--- src/dnsp_pkg.sv ---
// ----------------------------------------------------------------------------
// dnsp_pkg
// shared constants and types for the dns response a-record parser
// ----------------------------------------------------------------------------
package dnsp_pkg;

    // default packet length limit in bytes
    localparam int DEF_MAX_LEN = 512;

    // verdict codes
    localparam logic [2:0] ST_FOUND     = 3'd0;
    localparam logic [2:0] ST_SHORT     = 3'd1;
    localparam logic [2:0] ST_ID_MISM   = 3'd2;
    localparam logic [2:0] ST_NOT_RESP  = 3'd3;
    localparam logic [2:0] ST_RCODE_ERR = 3'd4;
    localparam logic [2:0] ST_NO_ANS    = 3'd5;
    localparam logic [2:0] ST_MALFORMED = 3'd6;
    localparam logic [2:0] ST_NO_A      = 3'd7;

    typedef struct packed {
        logic [31:0] address;
        logic [3:0]  rcode;
        logic [2:0]  status;
    } t_result;

endpackage

--- src/dnsp_core.sv ---
// ----------------------------------------------------------------------------
// dnsp_core
// byte-wise parse state of one dns response and its verdict on the last byte
// ----------------------------------------------------------------------------
module dnsp_core #(
    parameter int MAX_LEN = dnsp_pkg::DEF_MAX_LEN
) (
    input  logic              i_clk,
    input  logic              i_rst_n,
    input  logic              i_step,
    input  logic [7:0]        i_byte,
    input  logic              i_last,
    input  logic [15:0]       i_txid,
    output dnsp_pkg::t_result o_result
);
    import dnsp_pkg::*;

    localparam int IDX_W = $clog2(MAX_LEN + 1);

    localparam logic [3:0] PH_HEADER  = 4'd0;
    localparam logic [3:0] PH_NAME    = 4'd1;
    localparam logic [3:0] PH_LABEL   = 4'd2;
    localparam logic [3:0] PH_PTR2    = 4'd3;
    localparam logic [3:0] PH_QFIXED  = 4'd4;
    localparam logic [3:0] PH_RRFIXED = 4'd5;
    localparam logic [3:0] PH_RDSKIP  = 4'd6;
    localparam logic [3:0] PH_RDADDR  = 4'd7;
    localparam logic [3:0] PH_DONE    = 4'd8;

    logic [IDX_W-1:0] r_idx,   n_idx;
    logic [3:0]       r_phase, n_phase;
    logic [15:0]      r_qleft, n_qleft;
    logic [15:0]      r_aleft, n_aleft;
    logic [15:0]      r_skip,  n_skip;
    logic [3:0]       r_foff,  n_foff;
    logic [15:0]      r_rtype, n_rtype;
    logic [15:0]      r_dlen,  n_dlen;
    logic [31:0]      r_addr,  n_addr;
    logic [2:0]       r_verd,  n_verd;
    logic [3:0]       r_rcode, n_rcode;

    always_comb begin
        n_idx   = r_idx;
        n_phase = r_phase;
        n_qleft = r_qleft;
        n_aleft = r_aleft;
        n_skip  = r_skip;
        n_foff  = r_foff;
        n_rtype = r_rtype;
        n_dlen  = r_dlen;
        n_addr  = r_addr;
        n_verd  = r_verd;
        n_rcode = r_rcode;
        o_result = '0;

        if (i_step) begin
            if (r_idx < IDX_W'(MAX_LEN)) begin
                if (r_phase == PH_HEADER) begin
                    case (r_idx)
                        IDX_W'(0): n_rtype = {i_byte, 8'h00};
                        IDX_W'(1): begin
                            n_rtype = {r_rtype[15:8], i_byte};
                            if ({r_rtype[15:8], i_byte} != i_txid) n_verd = ST_ID_MISM;
                        end
                        IDX_W'(2): begin
                            if (r_verd == ST_FOUND && !i_byte[7]) n_verd = ST_NOT_RESP;
                        end
                        IDX_W'(3): begin
                            if (r_verd == ST_FOUND) begin
                                n_rcode = i_byte[3:0];
                                if (i_byte[3:0] != 4'd0) n_verd = ST_RCODE_ERR;
                            end
                        end
                        IDX_W'(4): n_qleft = {i_byte, 8'h00};
                        IDX_W'(5): n_qleft = {r_qleft[15:8], i_byte};
                        IDX_W'(6): n_aleft = {i_byte, 8'h00};
                        IDX_W'(7): begin
                            n_aleft = {r_aleft[15:8], i_byte};
                            if (r_verd == ST_FOUND && {r_aleft[15:8], i_byte} == 16'd0)
                                n_verd = ST_NO_ANS;
                        end
                        IDX_W'(11): n_phase = (r_verd != ST_FOUND) ? PH_DONE : PH_NAME;
                        default: ;
                    endcase
                end else begin
                    case (r_phase)
                        PH_NAME, PH_PTR2: begin
                            if (r_phase == PH_NAME && i_byte != 8'd0) begin
                                if (i_byte[7:6] == 2'b11) begin
                                    n_phase = PH_PTR2;
                                end else begin
                                    n_skip  = {8'h00, i_byte};
                                    n_phase = PH_LABEL;
                                end
                            end else if (r_qleft != 16'd0) begin
                                // name ended: fixed part of a question
                                n_skip  = 16'd4;
                                n_phase = PH_QFIXED;
                            end else begin
                                n_foff  = 4'd0;
                                n_phase = PH_RRFIXED;
                            end
                        end
                        PH_LABEL: begin
                            n_skip = r_skip - 16'd1;
                            if (n_skip == 16'd0) n_phase = PH_NAME;
                        end
                        PH_QFIXED: begin
                            n_skip = r_skip - 16'd1;
                            if (n_skip == 16'd0) begin
                                n_qleft = r_qleft - 16'd1;
                                n_phase = PH_NAME;
                            end
                        end
                        PH_RRFIXED: begin
                            if (r_foff == 4'd0)      n_rtype = {i_byte, 8'h00};
                            else if (r_foff == 4'd1) n_rtype = {r_rtype[15:8], i_byte};
                            else if (r_foff == 4'd8) n_dlen  = {i_byte, 8'h00};
                            else if (r_foff == 4'd9) n_dlen  = {r_dlen[15:8], i_byte};
                            if (r_foff < 4'd9) begin
                                n_foff = r_foff + 4'd1;
                            end else if (n_rtype == 16'd1 && n_dlen == 16'd4) begin
                                n_foff  = 4'd0;
                                n_addr  = '0;
                                n_phase = PH_RDADDR;
                            end else if (n_dlen == 16'd0) begin
                                n_aleft = r_aleft - 16'd1;
                                if (n_aleft == 16'd0) begin
                                    n_verd  = ST_NO_A;
                                    n_phase = PH_DONE;
                                end else begin
                                    n_phase = PH_NAME;
                                end
                            end else begin
                                n_skip  = n_dlen;
                                n_phase = PH_RDSKIP;
                            end
                        end
                        PH_RDSKIP: begin
                            n_skip = r_skip - 16'd1;
                            if (n_skip == 16'd0) begin
                                n_aleft = r_aleft - 16'd1;
                                if (n_aleft == 16'd0) begin
                                    n_verd  = ST_NO_A;
                                    n_phase = PH_DONE;
                                end else begin
                                    n_phase = PH_NAME;
                                end
                            end
                        end
                        PH_RDADDR: begin
                            n_addr = {r_addr[23:0], i_byte};
                            n_foff = r_foff + 4'd1;
                            if (n_foff >= 4'd4) begin
                                n_verd  = ST_FOUND;
                                n_phase = PH_DONE;
                            end
                        end
                        default: ;
                    endcase
                end
                n_idx = r_idx + IDX_W'(1);
            end

            if (i_last) begin
                if (n_phase == PH_HEADER) begin
                    o_result.status = ST_SHORT;
                end else if (n_phase == PH_DONE) begin
                    o_result.status = n_verd;
                    o_result.rcode  = (n_verd == ST_ID_MISM || n_verd == ST_NOT_RESP)
                                      ? 4'd0 : n_rcode;
                    o_result.address = (n_verd == ST_FOUND) ? n_addr : 32'd0;
                end else begin
                    o_result.status = ST_MALFORMED;
                    o_result.rcode  = n_rcode;
                end
                // back to reset values for the next packet
                n_idx   = '0;
                n_phase = PH_HEADER;
                n_qleft = '0;
                n_aleft = '0;
                n_skip  = '0;
                n_foff  = '0;
                n_rtype = '0;
                n_dlen  = '0;
                n_addr  = '0;
                n_verd  = ST_FOUND;
                n_rcode = '0;
            end
        end
    end

    always_ff @(posedge i_clk) begin
        if (!i_rst_n) begin
            r_idx   <= '0;
            r_phase <= PH_HEADER;
            r_qleft <= '0;
            r_aleft <= '0;
            r_skip  <= '0;
            r_foff  <= '0;
            r_rtype <= '0;
            r_dlen  <= '0;
            r_addr  <= '0;
            r_verd  <= ST_FOUND;
            r_rcode <= '0;
        end else begin
            r_idx   <= n_idx;
            r_phase <= n_phase;
            r_qleft <= n_qleft;
            r_aleft <= n_aleft;
            r_skip  <= n_skip;
            r_foff  <= n_foff;
            r_rtype <= n_rtype;
            r_dlen  <= n_dlen;
            r_addr  <= n_addr;
            r_verd  <= n_verd;
            r_rcode <= n_rcode;
        end
    end

endmodule

--- src/dns_response_a_record_parser_top.sv ---
// ----------------------------------------------------------------------------
// dns_response_a_record_parser_top
// verdict path: last byte into the input register, verdict into the result register
// throughput: one byte per cycle; a last byte waits only while the previous
// verdict is still held, not taken
// reset: synchronous active-low; clears parse state, handshakes and txid to 0
// ----------------------------------------------------------------------------
module dns_response_a_record_parser_top #(
    parameter int MAX_LEN = dnsp_pkg::DEF_MAX_LEN
) (
    input  logic        i_clk,
    input  logic        i_rst_n,
    // payload bytes
    input  logic        s_axis_tvalid,
    output logic        s_axis_tready,
    input  logic [7:0]  s_axis_tdata,   // [7:0] rx_byte
    input  logic        s_axis_tlast,   // last_byte
    // verdicts
    output logic        m_axis_tvalid,
    input  logic        m_axis_tready,
    output logic [39:0] m_axis_tdata,   // [2:0] status, [6:3] rcode, [38:7] address, [39] zero
    // expected transaction id
    input  logic        i_cfg_valid,
    output logic        o_cfg_ready,
    input  logic [15:0] i_cfg_data
);
    import dnsp_pkg::*;

    // input register
    logic        r_in_valid;
    logic [7:0]  r_in_byte;
    logic        r_in_last;
    // result register
    logic        r_out_valid;
    t_result     r_out;
    // configuration
    logic [15:0] r_txid;

    logic        s1_adv;
    t_result     core_res;

    // a non-last byte always moves on; a last byte needs room for its verdict
    assign s1_adv        = r_in_valid && (!r_in_last || !r_out_valid || m_axis_tready);
    assign s_axis_tready = !r_in_valid || s1_adv;
    assign o_cfg_ready   = 1'b1;

    always_ff @(posedge i_clk) begin
        if (!i_rst_n) begin
            r_in_valid <= 1'b0;
        end else if (s_axis_tready) begin
            r_in_valid <= s_axis_tvalid;
        end
    end

    always_ff @(posedge i_clk) begin
        if (s_axis_tready && s_axis_tvalid) begin
            r_in_byte <= s_axis_tdata;
            r_in_last <= s_axis_tlast;
        end
    end

    always_ff @(posedge i_clk) begin
        if (!i_rst_n) begin
            r_txid <= 16'd0;
        end else if (i_cfg_valid) begin
            r_txid <= i_cfg_data;
        end
    end

    dnsp_core #(
        .MAX_LEN (MAX_LEN)
    ) u_core (
        .i_clk    (i_clk),
        .i_rst_n  (i_rst_n),
        .i_step   (s1_adv),
        .i_byte   (r_in_byte),
        .i_last   (r_in_last),
        .i_txid   (r_txid),
        .o_result (core_res)
    );

    // result register, refilled in the cycle it is taken
    always_ff @(posedge i_clk) begin
        if (!i_rst_n) begin
            r_out_valid <= 1'b0;
        end else if (s1_adv && r_in_last) begin
            r_out_valid <= 1'b1;
        end else if (m_axis_tready) begin
            r_out_valid <= 1'b0;
        end
    end

    always_ff @(posedge i_clk) begin
        if (s1_adv && r_in_last) begin
            r_out <= core_res;
        end
    end

    assign m_axis_tvalid = r_out_valid;
    assign m_axis_tdata  = {1'b0, r_out.address, r_out.rcode, r_out.status};

`ifndef NO_ASSERTIONS
    // a last byte stepped through the core always yields a verdict next cycle
    a_verdict_follows: assert property (@(posedge i_clk) disable iff (!i_rst_n)
        (s1_adv && r_in_last) |=> m_axis_tvalid)
        else $error("verdict missing after last byte");

    // input stalls only behind a last byte waiting for the result register
    a_stall_cause: assert property (@(posedge i_clk) disable iff (!i_rst_n)
        !s_axis_tready |-> (r_in_valid && r_in_last && r_out_valid))
        else $error("input stalled without a pending verdict");

    // an address is only reported with a found verdict
    a_addr_only_found: assert property (@(posedge i_clk) disable iff (!i_rst_n)
        (m_axis_tvalid && r_out.status != ST_FOUND) |-> (r_out.address == 32'd0))
        else $error("address on a failed verdict");

    // found implies a clean rcode
    a_found_rcode: assert property (@(posedge i_clk) disable iff (!i_rst_n)
        (m_axis_tvalid && r_out.status == ST_FOUND) |-> (r_out.rcode == 4'd0))
        else $error("nonzero rcode with found verdict");
`endif

endmodule

--- config.mk ---
export PLATFORM = sky130hd
export DESIGN_NAME = dns_response_a_record_parser_top
export DESIGN_NICKNAME = d
export VERILOG_FILES = /design/src/dnsp_pkg.sv /design/src/dnsp_core.sv /design/src/dns_response_a_record_parser_top.sv
export SDC_FILE = /design/constraint.sdc
export NUM_CORES = 1
export LEC_CHECK = 0
export BUFFER_PORTS_ARGS = -buffer_cell sky130_fd_sc_hd__buf_2
export CORE_ASPECT_RATIO = 1.75
export CORE_UTILIZATION = 60
export DETAILED_ROUTE_END_ITERATION = 7
export PLACE_DENSITY = 0.87
export SLEW_MARGIN = 20
export SYNTH_ARGS = -nofsm -noshare
export SYNTH_HDL_FRONTEND = slang
export SYNTH_HIERARCHICAL = 1
export SYNTH_SLANG_ARGS = --single-unit
--- constraint.sdc ---
create_clock -name i_clk -period 4.25 [get_ports i_clk]
set_input_delay 0.425 -clock i_clk [delete_from_list [all_inputs] [get_ports i_clk]]
set_output_delay 0.425 -clock i_clk [all_outputs]
set_load 0.05 [all_outputs]
==> results of run 1 <==
cell usage in the layout, fill, tap and decap left out, types with 17 or more instances in the layout:
cell       synthesis  routed
nand2b_1          17      17
nor2_1            72      69
clkbuf_16          0      20
buf_4              2      41
dfxtp_1          155     155
o21ai_0          105     104
nor3_1            30      29
xor2_1            27      27
nand3_1           54      54
edfxtp_1          48      48
buf_2             12      69
mux2i_1           30      30
nor4_1            29      28
nand2_1          137     136
a21oi_1           37      37
o211ai_1          20      20
inv_1             23      23
nor2b_1           65      65
a22oi_1           76      76
nor4_2            30      31
a32o_1            35      35
path summary, 6_finish.rpt:
check / from / slack [ns] / depth (start not counted) / end
hold / removal: s_axis_tdata[0] / 0.1 / 1 / r_in_byte[0]$_DFFE_PP_
hold reg to reg: u_core/r_rtype[6]$_SDFFE_PN0P_ / 0.49 / 2 / u_core/r_rtype[6]$_SDFFE_PN0P_
setup reg to reg: u_core/r_foff[0]$_SDFFE_PN0P_ / 0.18 / 11 / m_axis_tdata[24]$_DFFE_PP_
setup / recovery: u_core/r_foff[0]$_SDFFE_PN0P_ / 0.18 / 11 / m_axis_tdata[24]$_DFFE_PP_
per-layer routing:
metal | vias up | global-route usage [%] | part of all wire, %
met5 | - | 0 | 0
met4 | 0 | 20.95 | 6.6
met3 | 166 | 4.428 | 7.0
met2 | 545 | 56.04 | 52
met1 | 5332 | 34.51 | 35
li1 | 5223 | - | -
logic make-up after synthesis:
kind of cell / Yosys count
simple gates: 535
compound gates: 414
flops: 203
buf+inv: 151
xor+xnor: 42
mux: 30
fa+ha+maj: 13
other cells: 2
synthesized netlist by cell type (8+ instances only):
cell type / n / area, um2
dfxtp_1: 155 / 3103
nand2_1: 137 / 514.2
o21ai_0: 105 / 525.5
clkbuf_1: 104 / 390.4
a22oi_1: 76 / 570.6
nor2_1: 72 / 270.3
nor2b_1: 65 / 406.6
nand3_1: 54 / 270.3
edfxtp_1: 48 / 1441
a21oi_1: 37 / 185.2
a32o_1: 35 / 350.3
mux2i_1: 30 / 300.3
nor3_1: 30 / 150.1
nor4_2: 30 / 375.4
nor4_1: 29 / 181.4
xor2_1: 27 / 236.5
inv_1: 23 / 86.33
o211ai_1: 20 / 150.1
nand2b_1: 17 / 106.4
o22ai_1: 15 / 93.84
or3_1: 15 / 93.84
xnor2_1: 15 / 131.4
a211oi_1: 14 / 105.1
ha_1: 13 / 162.7
nand4_1: 13 / 81.33
a21boi_0: 12 / 90.09
and2_1: 12 / 75.07
buf_2: 12 / 60.06
and3_1: 11 / 68.82
or4_1: 11 / 82.58
o211a_1: 9 / 90.09
o21a_1: 9 / 67.56
o21ai_1: 8 / 40.04
cell type report:
class | count | area (um2)
clock buffer | 28 | 570.5
clock inverter | 6 | 56.30
fill | 1517 | 6591
inverter | 24 | 90.09
multi-input combinational | 1036 | 6822
sequential | 203 | 4544
tap | 245 | 306.5
timing repair buffer | 111 | 673.1
sequential cells by signal, summed over array words and instances, names as in the netlist, 3 cells and up:
register and cells:
u_core/r_rcode 4, u_core/r_rtype 16, r_in_byte 8, u_core/r_verd 3
u_core/r_qleft 16, u_core/r_idx 10, u_core/r_skip 16, m_axis_tdata 39
u_core/r_addr 32, u_core/r_foff 4, r_txid 16, u_core/r_phase 4
u_core/r_dlen 16, u_core/r_aleft 16
critical path, stage by stage (launching register included):
cell,delay [ns]
dfxtp_1,0.35
inv_1,0.11
ha_1,0.31
or3b_1,0.48
or4_1,0.47
a211oi_1,0.34
o2111ai_1,0.33
o21a_1,0.27
a21oi_1,0.26
nand4bb_2,0.29
buf_4,0.43
nor4_2,0.12
power groups by stage:
stage	Clock [uW]	Sequential (uW)	Combinational, uW
after global placement	0	2070	365
after detailed placement	0	2080	373
after CTS	1760	2030	376
final	1720	2030	384
after floorplan	0	2090	257
after global routing	1840	2040	412
through the flow:
| step | std cells | power (uW) |
|---|---|---|
| final | 1653 | 4140 |
| after global routing | 1653 | 4284 |
| after global placement | 1618 | 2439 |
| after floorplan | 1390 | 2343 |
| after detailed placement | 1618 | 2449 |
| after CTS | 1652 | 4166 |
==> run metrics, run 1 <==
outcome=finished, final reports clean; chip width=108.7 um; Placement Cell Area=12410 um2; maxcap violations=0; hold buffer count at cts=0; clk root buf=clkbuf_16; Die Area=20510 um2; Util after Layout=66.46%; number of synthesized register bits=203; worst slew pin tran=1.063 ns; count of different cell masters after synthesis=83; Reg clk slew, reported paths=0.06 ns; post-route minimum period=4.074 ns; clk sink count=203; endpoint class of the critical path=flop; switching power=1016 uW; depth of the CTS H-tree=1; mux cell area share after synthesis=2.512%; Required @ worst endpoint=4.45 ns; prevailing post-synth register cell=dfxtp_1; max-slew violations=0; combinational group share of total power=9.3%; Clock Tree Buf Depth=3; syn nets=1433; fin worst setup slack=0.1763 ns; postcts setup bufs=0; Synth async-reset ratio=0%; Layout area overhead=9.273%; PD cells=317.0 nW/um2; Seq pwr share=49.1%; worst-path maximum fanout=27; io pins=73; Mapped Avg Cell Area=8.600 um2; initial core utilization=60.82%; number of buffers created by CTS=19; DP HPWL=22310 um; Simple-Gate Fraction of Synth Area=25.06%; Final TNS setup=0 ns; Mapped Area=11950 um2; Via Count=11270; Internal Power=3124 uW; Syn. warnings=6; vias in the first global route=10570; routability cong.=0.9571; final setup fails=0; RSZ-0062 raised after global routing=no; share of layout cells above drive strength 1=14.63%; Row Count=68; first-pass GRT wire length=52310 um; slew margin rel.=28.64%; Max Clock Freq=245.5 MHz; DR DRC count=0; sequential share of the synthesized area=38.02%; Resize count post-CTS=0; final worst path period share=95.85%; Hold Crit Class=primary input to flop; largest net degree at the start of global routing=77; die height=188.7 um; Leakage=0.004726 uW; total global-route track usage=31.76%; CTS tree=done; cell count after synthesis=1390; core area=19650 um2; Worst VDD drop=0.3937 mV; drt wl/cell=19.64 um; DRC violation total after the first TritonRoute iteration=954; Synth Area in Compound Gates=24.60%; final WL=32460 um; GRT overflow=0; ANT cells=0; Hold Vio Cnt, Final=0; largest family of logic cells by synthesized area=simple AND/OR/NAND/NOR gates; PortBufs=70; Crit path arrival time=4.28 ns; design area=13060 um2; Synth Area in XOR/XNOR=3.077%; Synth Area in Adders=1.361%; number of synthesized flops with an enable pin=48; later-pin clock latency in the skew report=0.50 ns; Critical Path Start Type=flop; Min Hold Slack=0.09912 ns; Post-Place Setup Slack=0.3257 ns; Final nets=1438; Layout Skew=0.009594 ns; Setup CP Type=flop to flop; Post-DRT Antenna Nets=0; drt first pass iters=5; Clock power frac=41.6%; initial antenna violation count=0; Sw Ratio=24.55%; DR vias/cell=6.815
Power figures use the tool's default switching activity.
==> run 2: changes to the inputs <==
==> constraint.sdc (replaced) <==
create_clock -name i_clk -period 4 [get_ports i_clk]
set_input_delay 0.4 -clock i_clk [delete_from_list [all_inputs] [get_ports i_clk]]
set_output_delay 0.4 -clock i_clk [all_outputs]
set_load 0.05 [all_outputs]
==> run 2 against run 1 <==
  * Wire length grew 1.3%
  * Design area grew 1.2%
  * Via count shrank 0.12%
  * Register-to-register slack gained 0.04 ns
  * Power grew 9.5%
  * Worst setup slack gained 0.040 ns
  * Worst hold slack lost 0.044 ns
  * First-iteration DRC count shrank 12%
  * Flip-flop and latch count is the same
  * Largest cell class unchanged
  * Combinational power grew 7.3%
  * Largest power group unchanged
==> run metrics, run 2 (synthesized netlist as in run 1, its figures left out) <==
DR vias/cell=6.755 (-0.89%); Hold Crit Class=primary input to flop; PD cells=343.2 nW/um2 (+8.3%); CTS tree=done; Required @ worst endpoint=4.31 ns (-0.14 ns); Leakage=0.004808 uW (+1.7%); PortBufs=70 (unchanged); die height=188.7 um (unchanged); max-slew violations=0 (unchanged); Row Count=68 (unchanged); initial antenna violation count=0 (unchanged); Die Area=20510 um2 (unchanged); Critical Path Start Type=flop; Max Clock Freq=264.3 MHz (+7.7%); total global-route track usage=32.12% (+0.37 points); first-pass GRT wire length=53070 um (+1.5%); number of buffers created by CTS=20 (+1); initial core utilization=60.82% (unchanged); switching power=1132 uW (+11%); clk sink count=203 (unchanged); commonest non-fill, non-tap cell in the layout=dfxtp_1; Reg clk slew, reported paths=0.07 ns (about the same); drt wl/cell=19.73 um (+0.46%); Sw Ratio=24.96% (+0.41 points); vias in the first global route=10880 (+3.0%); fin worst setup slack=0.2165 ns (+0.04017 ns); worst-path maximum fanout=27 (unchanged); Final nets=1450 (+0.83%); max reg flops=39 (unchanged); share of layout cells above drive strength 1=15.55% (+0.92 points); endpoint class of the critical path=flop; post-route minimum period=3.784 ns (-0.2902 ns); Hold Vio Cnt, Final=0 (unchanged); DR DRC count=0 (unchanged); # fillers=1531 (+0.92%); GRT overflow=0 (unchanged); final setup fails=0 (unchanged); Worst VDD drop=0.3866 mV (-1.8%); clk root buf=clkbuf_16; Crit path arrival time=4.10 ns (-0.18 ns); Post-DRT Antenna Nets=0 (unchanged); Via Count=11250 (-0.12%); ANT cells=0 (unchanged); Seq pwr share=47.7% (-1.4 points); final worst path period share=94.59% (-1.3 points); Layout Skew=0.009382 ns (-0.0002115 ns); chip width=108.7 um (unchanged); Min Hold Slack=0.05509 ns (-0.04403 ns); core area=19650 um2 (unchanged); final WL=32860 um (+1.3%); Internal Power=3403 uW (+8.9%); largest net degree at the start of global routing=86 (+12%); drt first pass iters=6 (+1); slew margin rel.=30.40% (+1.8 points); DP HPWL=22820 um (+2.3%); depth of the CTS H-tree=1 (unchanged); Post-Place Setup Slack=0.1131 ns (-0.2126 ns); Setup CP Type=flop to flop; Clock Tree Buf Depth=3 (unchanged); routability cong.=0.9578 (about the same); io pins=73 (unchanged); DRC violation total after the first TritonRoute iteration=840 (-12%); worst slew pin tran=1.037 ns (-0.02623 ns); Clock power frac=43.2% (+1.6 points); outcome=finished, final reports clean; later-pin clock latency in the skew report=0.52 ns (+0.02 ns); combinational group share of total power=9.1% (-0.2 points); Pwr Total=4534 uW (+9.5%); maxcap violations=0 (unchanged); Layout area overhead=10.54%; commonest cells after routing, fill and taps aside=155 x dfxtp_1, 136 x nand2_1, 104 x o21ai_0
-- run 2: critical path, cell delays in order, from the launching register on --
cell and delay [ns]:
dfxtp_1 0.34, inv_1 0.07, ha_1 0.18, or4b_1 0.62, nor3_1 0.32, xnor2_1 0.20
nand3_1 0.16, nand2b_1 0.22, a311oi_1 0.58, nand4bb_4 0.28, buf_6 0.28, nor4_2 0.33
-- run 2: power by group through the flow --
stage	Combinational (uW)	Sequential (uW)	Clock (uW)
after detailed placement	400	2210	0
after global placement	391	2200	0
after global routing	446	2160	2060
final	412	2160	1960
after floorplan	273	2220	0
after CTS	403	2160	1980
-- run 2: final cells by class --
class                   instances  area (um2)  share of cell area (%)
clock inverters                 9       111.4                  0.8427
multi-input cells            1036        6834                   51.72
clock buffers                  27       568.0                   4.299
repair buffers                122       759.5                   5.748
flip-flops and latches        203        4544                   34.39
inverters                      24       90.09                  0.6818
well taps                     245       306.5                   2.320
-- run 2: repair_timing --
| item | 4_1_cts | 5_1_grt |
|---|---|---|
| setup endpoints to repair | 0 | 27 |
| hold buffers | 0 | 0 |
| gates resized for setup | 0 | 4 |
| setup buffers | 0 | 0 |
| endpoints found under the hold margin | 0 | 0 |
-- run 2: layer usage --
layer / routed length (um) / vias to the layer above / part of all wire, % / global-route usage (%)
li1: - / 5261 / - / -
met4: 2443 / 0 / 7.4 / 24.06
met2: 16740 / 546 / 51 / 56.04
met5: 0 / - / 0 / 0
met3: 2190 / 173 / 6.7 / 4.704
met1: 11490 / 5273 / 35 / 34.13
-- run 2: per-stage QoR --
| stage | utilization (%) | instance area, um2 | std cells | setup TNS, ns |
|---|---|---|---|---|
| 6_report | 67.23 | 13210 | 1666 | 0 |
| 5_1_grt | 67.23 | 13210 | 1666 | -0.006692 |
| 4_1_cts | 67.00 | 13170 | 1665 | 0 |
| 3_5_place_dp | 63.55 | 12490 | 1629 | 0 |
| 3_3_place_gp | 63.55 | 12490 | 1629 | 0 |
| 2_1_floorplan | - | 11950 | 1390 | 0 |
-- run 2: worst paths after layout --
path / start / end / slack [ns] / cells after the start
min reg2reg: u_core/r_rtype[6]$_SDFFE_PN0P_ / u_core/r_rtype[6]$_SDFFE_PN0P_ / 0.50 / 2
max: u_core/r_skip[0]$_SDFFE_PN0P_ / m_axis_tdata[33]$_DFFE_PP_ / 0.22 / 11
max reg2reg: u_core/r_skip[0]$_SDFFE_PN0P_ / m_axis_tdata[33]$_DFFE_PP_ / 0.22 / 11
min: s_axis_tlast / r_in_last$_DFFE_PP_ / 0.06 / 1
